$ cat src/pidc_pkg.sv
`timescale 1ns / 1ps
// ----------------------------------------------------------------------------
// pidc_pkg - shared types and constants of the PID step block
// Operand widths of the shared multiplier and divider, their request
// structs, configuration register indexes and item op codes.
// ----------------------------------------------------------------------------
package pidc_pkg;

  // Shared multiplier: 64-bit magnitude times 32-bit factor
  localparam int MUL_A_W  = 64;
  localparam int MUL_B_W  = 32;
  localparam int MUL_P_W  = MUL_A_W + MUL_B_W;
  localparam int MUL_HALF = MUL_A_W / 2;

  // Shared divider: 52-bit dividend, 20-bit divisor, two quotient bits a cycle
  localparam int DIV_N_W   = 52;
  localparam int DIV_D_W   = 20;
  localparam int DIV_STEPS = DIV_N_W / 2;
  localparam int DIV_CNT_W = $clog2(DIV_STEPS + 1);

  // Configuration register indexes
  localparam int CFG_IDX_W = 3;
  localparam logic [CFG_IDX_W-1:0] CFG_TARGET = 3'd0;
  localparam logic [CFG_IDX_W-1:0] CFG_GAIN_P = 3'd1;
  localparam logic [CFG_IDX_W-1:0] CFG_GAIN_I = 3'd2;
  localparam logic [CFG_IDX_W-1:0] CFG_GAIN_D = 3'd3;
  localparam logic [CFG_IDX_W-1:0] CFG_OUT_MIN = 3'd4;
  localparam logic [CFG_IDX_W-1:0] CFG_OUT_MAX = 3'd5;
  localparam logic [CFG_IDX_W-1:0] CFG_DECAY  = 3'd6;

  // Item op codes
  localparam logic OP_UPDATE = 1'b0;
  localparam logic OP_CLEAR  = 1'b1;

  // Fixed arithmetic constants
  localparam logic [DIV_D_W-1:0] US_PER_S    = 20'd1000000;
  localparam logic [16:0]        DECAY_ONE   = 17'd65536;
  localparam int                 DECAY_SHIFT = 16;
  localparam logic [31:0]        S32_MIN     = 32'h8000_0000;
  localparam logic [31:0]        S32_MAX     = 32'h7FFF_FFFF;
  localparam logic [63:0]        S64_MIN     = 64'h8000_0000_0000_0000;
  localparam logic [63:0]        S64_MAX     = 64'h7FFF_FFFF_FFFF_FFFF;

  typedef struct packed {
    logic               start;
    logic [MUL_A_W-1:0] a;
    logic [MUL_B_W-1:0] b;
  } mul_req_t;

  typedef struct packed {
    logic               start;
    logic [DIV_N_W-1:0] dividend;
    logic [DIV_D_W-1:0] divisor;
  } div_req_t;

endpackage

$ cat src/pidc_div.sv
`timescale 1ns / 1ps
// ----------------------------------------------------------------------------
// pidc_div - shared unsigned divider
// Restoring division, two quotient bits per cycle, 52-bit dividend by a
// nonzero 20-bit divisor; pulses done when the quotient is ready.
// ----------------------------------------------------------------------------
module pidc_div import pidc_pkg::*; (
  input  logic               clk_i,
  input  logic               rst_ni,
  input  div_req_t           req_i,
  output logic               done_o,
  output logic [DIV_N_W-1:0] quot_o
);

  logic [DIV_CNT_W-1:0] cnt_q, cnt_d;
  logic                 done_q, done_d;
  logic [DIV_D_W-1:0]   rem_q, rem_d;
  logic [DIV_N_W-1:0]   nq_q, nq_d;
  logic [DIV_D_W-1:0]   dsr_q;

  // Two compare-subtract steps per cycle
  always_comb begin
    logic [DIV_D_W:0]   r;
    logic [DIV_D_W-1:0] rem_v;
    logic [DIV_N_W-1:0] nq_v;
    rem_v = rem_q;
    nq_v  = nq_q;
    for (int j = 0; j < 2; j++) begin
      r    = {rem_v, nq_v[DIV_N_W-1]};
      nq_v = {nq_v[DIV_N_W-2:0], 1'b0};
      if (r >= {1'b0, dsr_q}) begin
        r       = r - {1'b0, dsr_q};
        nq_v[0] = 1'b1;
      end
      rem_v = r[DIV_D_W-1:0];
    end
    rem_d = rem_v;
    nq_d  = nq_v;
  end

  // Count the steps
  always_comb begin
    cnt_d  = cnt_q;
    done_d = 1'b0;
    if (cnt_q != '0) begin
      cnt_d  = cnt_q - 1'b1;
      done_d = (cnt_q == DIV_CNT_W'(1));
    end else if (req_i.start) begin
      cnt_d = DIV_CNT_W'(DIV_STEPS);
    end
  end

  always_ff @(posedge clk_i or negedge rst_ni) begin
    if (!rst_ni) begin
      cnt_q  <= '0;
      done_q <= 1'b0;
    end else begin
      cnt_q  <= cnt_d;
      done_q <= done_d;
    end
  end

  // Load operands or advance the shift registers
  always_ff @(posedge clk_i) begin
    if (cnt_q != '0) begin
      rem_q <= rem_d;
      nq_q  <= nq_d;
    end else if (req_i.start) begin
      rem_q <= '0;
      nq_q  <= req_i.dividend;
      dsr_q <= req_i.divisor;
    end
  end

  assign done_o = done_q;
  assign quot_o = nq_q;

endmodule

$ cat config.mk
export PLATFORM = sky130hd
export DESIGN_NAME = pidc_div
export DESIGN_NICKNAME = d
export VERILOG_FILES = /design/src/pidc_pkg.sv /design/src/pidc_div.sv
export SDC_FILE = /design/constraint.sdc
export NUM_CORES = 1
export LEC_CHECK = 0
export BUFFER_PORTS_ARGS = -buffer_cell sky130_fd_sc_hd__buf_4
export CAP_MARGIN = 20
export CORE_UTILIZATION = 45
export DETAILED_ROUTE_END_ITERATION = 12
export PLACE_DENSITY = 0.77
export SLEW_MARGIN = 20
export SYNTH_ARGS = -nofsm -noshare
export SYNTH_HDL_FRONTEND = slang
export SYNTH_SLANG_ARGS = --single-unit
$ cat constraint.sdc
create_clock -name clk_i -period 12.2 [get_ports clk_i]
set_input_delay 1.22 -clock clk_i [delete_from_list [all_inputs] [get_ports clk_i]]
set_output_delay 1.22 -clock clk_i [all_outputs]
set_load 0.01 [all_outputs]
==> results by group <==
Placed design
  – Final RePlAce weighted congestion: slightly above 0.9
  – Dpl hpwl: 11400 um
  – # port buffers: around 130

Yosys
  – Post-synth EDFFs: 92
  – Post-Synthesis Cells: about 630
  – Post-synthesis instance area: about 0.0061 mm2
  – Syn nets: between 700 and 800
  – Post-synthesis sequential area ratio: 47.8%
  – Ys Warns: 0
  – Post-Syn Area per Cell: 9.61 um2
  – Yosys reg bits: 98
  – FFs w/ async S/R, synth: 6.12%
  – Main flop type after synthesis: edfxtp_1
  – Yosys cell types: 55

Cells and area
  – Layout Nets: approximately 880
  – P&R area growth vs syn: 22.5%
  – N_diodes: 0
  – Fillcell total: 1190
  – Layout cells sized above 1: roughly a fifth

Timing
  – Slew headroom: 44.5%
  – RSZ-0062 raised after global routing: no
  – Final-report max-slew violation count: 0
  – Skew final: 10.1 ps
  – Crit share post-route: 46.5%
  – Minimum clock period: 5680 ps
  – Final setup TNS: 0 ps
  – Final setup vio count: 0
  – Final hold viol count: 0
  – Slew @ Worst Pin: ~830 ps
  – Max Clock Freq: about 180 MHz

Clock network
  – Clock Path Buffers: 2
  – Hold_buf cts: 0
  – Worst-path clk slew: 70 ps
  – CTS root buf: clkbuf_16
  – TritonCTS clock tree: done
  – Num CTS Buffers: 9
  – CTS H-tree lvls: 3
  – # clock sinks: 98
  – Postcts setup bufs: 0
  – Post_cts resized: 0
  – Clock Latency Late Sink: 350 ps

Critical path
  – Critical path peak fanout: 20
  – Slowest CP cell: o21a_1
  – Critical Path End Type: flop
  – CP most frequent cell: o21a_1
  – Setup CP Type: reg2reg
  – Crit path DAT: around 5800 ps
  – Crit start category: flop
  – Worst path required time: 12280 ps
  – Crit-path cells: inv_1 -> ha_1 -> inv_1 -> fa_1 -> a211oi_1 -> o21a_1 -> nor4_4 -> o21bai_1 -> a21boi_1 -> o21a_1 -> o31ai_1 -> ha_1 -> a21o_1 -> a21o_1 -> o21ai_1 -> o211ai_1 -> a311o_1 -> a211oi_1 -> o21a_1 -> nor2_1
  – Worst path max stage delay: 730 ps

Detailed routing
  – DR iter-0 viols: 331
  – Routed Wire Length: around 15000 um
  – WL per Instance: 16.4 um
  – TritonRoute pass-1 iters: 5
  – Post-route ant nets: 0
  – Routed via count: 5076
  – Via density: between 5 and 6
  – DRC Markers: 0

Die
  – Core area: roughly 0.013 mm2
  – Die Y: 118 um
  – Die area: 0.0140 mm2
  – Die Width: 118 um
  – IO Pins: 128
  – Initial Util: 46.0%
  – Row cnt: 42

Run status
  – Status: finished clean

Global routing
  – Met3 usage: between 5 and 6%
  – Total track usage: 22.8%
  – Largest net degree at the start of global routing: between 50 and 60
  – Initial antenna violation count: 0
  – GR met2 Demand/Resource: 37.7%
  – GRT met1 Usage: 28.3%
  – Vias in the first global route: 5203
  – GR peak layer: met2
  – Gr ovfl total: 0
  – Global-route wire length before repair: 25300 um

Min path
  – HP Class: reg2reg

Flow run
  – Max Cap Viol: 0
==> logic make-up (layout without fill, tap and decap cells) <==
| group | Yosys count | count (layout) | share of synthesized area (%) |
|---|---|---|---|
| flops | 98 | 98 | 47.8 |
| compound gates | 151 | 151 | 16.7 |
| xor+xnor | 33 | 33 | 4.74 |
| mux | 3 | 3 | 0.534 |
| simple gates | 250 | 250 | 16.9 |
| fa+ha+maj | 44 | 44 | 9.28 |
| buf+inv | 55 | 183 | 4.06 |
==> final cells by class <==
type	instances	area, um2	area share (%)
clock buffers	9	225	3.02
clock inverters	7	48.8	0.653
inverters	36	135	1.81
multi-input cells	481	2940	39.4
flip-flops and latches	98	2910	39.0
well taps	176	220	2.95
repair buffers	131	983	13.2
==> sequential cells by signal (all words and copies together) (netlist names) <==
| signal | count |
|---|---|
| dsr_q | 20 |
| quot_o | 52 |
| rem_q | 20 |
| done_o | 1 |
| cnt_q | 5 |
==> worst paths after layout <==
path | startpoint | end | slack (ps) | cells past startpoint
max in group asynchronous | rst_ni | cnt_q[4] | 11410 | 1
worst max-delay path | quot_o[51] | quot_o[0] | 6520 | 20
worst max register to register | quot_o[51] | quot_o[0] | 6520 | 20
worst min-delay path | cnt_q[0] | cnt_q[0] | 530 | 1
worst min register to register | cnt_q[0] | cnt_q[0] | 530 | 1
min in group asynchronous | rst_ni | cnt_q[3] | 660 | 1
==> layer usage <==
layer	vias to the layer above	part of all wire (%)
li1	2489	-
met1	2351	43
met2	217	47
met3	19	8.5
met4	0	2.1
met5	-	0
==> synth_stat cells (all sizes together) (4+ instances only) <==
library cell,instances,area (um2)
o21bai,7,52.6
nor3,9,45.0
nand4,5,31.3
a21boi,4,30.0
o2bb2ai,19,166
a211oi,6,50.1
ha,42,526
clkbuf,10,41.3
nand2,183,687
a21o,12,90.1
edfxtp,92,2760
xnor2,20,175
a21oi,38,190
nand2b,6,37.5
dfrtp,6,150
o21a,5,37.5
buf,9,71.3
nor2,32,120
inv,36,135
o31ai,4,30.0
xor2,13,114
o21ai,36,184
==> metrics by stage <==
step	area [um2]	util (%)	worst slack, ps	instances	hold WS, ps
global route	7470	56.4	6260	938	560
finish	7470	56.4	6520	938	528
floorplan	6100	-	7730	634	488
global placement	7190	54.3	6880	922	506
detailed placement	7190	54.3	6670	922	525
CTS	7470	56.4	6640	938	534
==> cells in the final DEF (no fill, tap or decap), drive strengths merged, types with 6 or more instances in the layout <==
cell type | Yosys | routed
edfxtp | 92 | 92
o21bai | 7 | 7
xnor2 | 20 | 20
a21o | 12 | 12
ha | 42 | 42
o2bb2ai | 19 | 19
clkbuf | 10 | 9
nand2 | 183 | 183
a21oi | 38 | 38
dfrtp | 6 | 6
nor3 | 9 | 9
o21ai | 36 | 36
nand2b | 6 | 6
a211oi | 6 | 6
buf | 9 | 131
xor2 | 13 | 13
inv | 36 | 39
nor2 | 32 | 32
==> critical path: cells and delay by family (launching register included) <==
kind	cells	cell delay, ps
compound gates	13	3740
fa+ha+maj	3	940
flops	1	390
simple gates	2	190
buf+inv	2	150
Power is not shown: default switching activity piles up to over one toggle a cycle in this logic, so the estimate is an artifact.
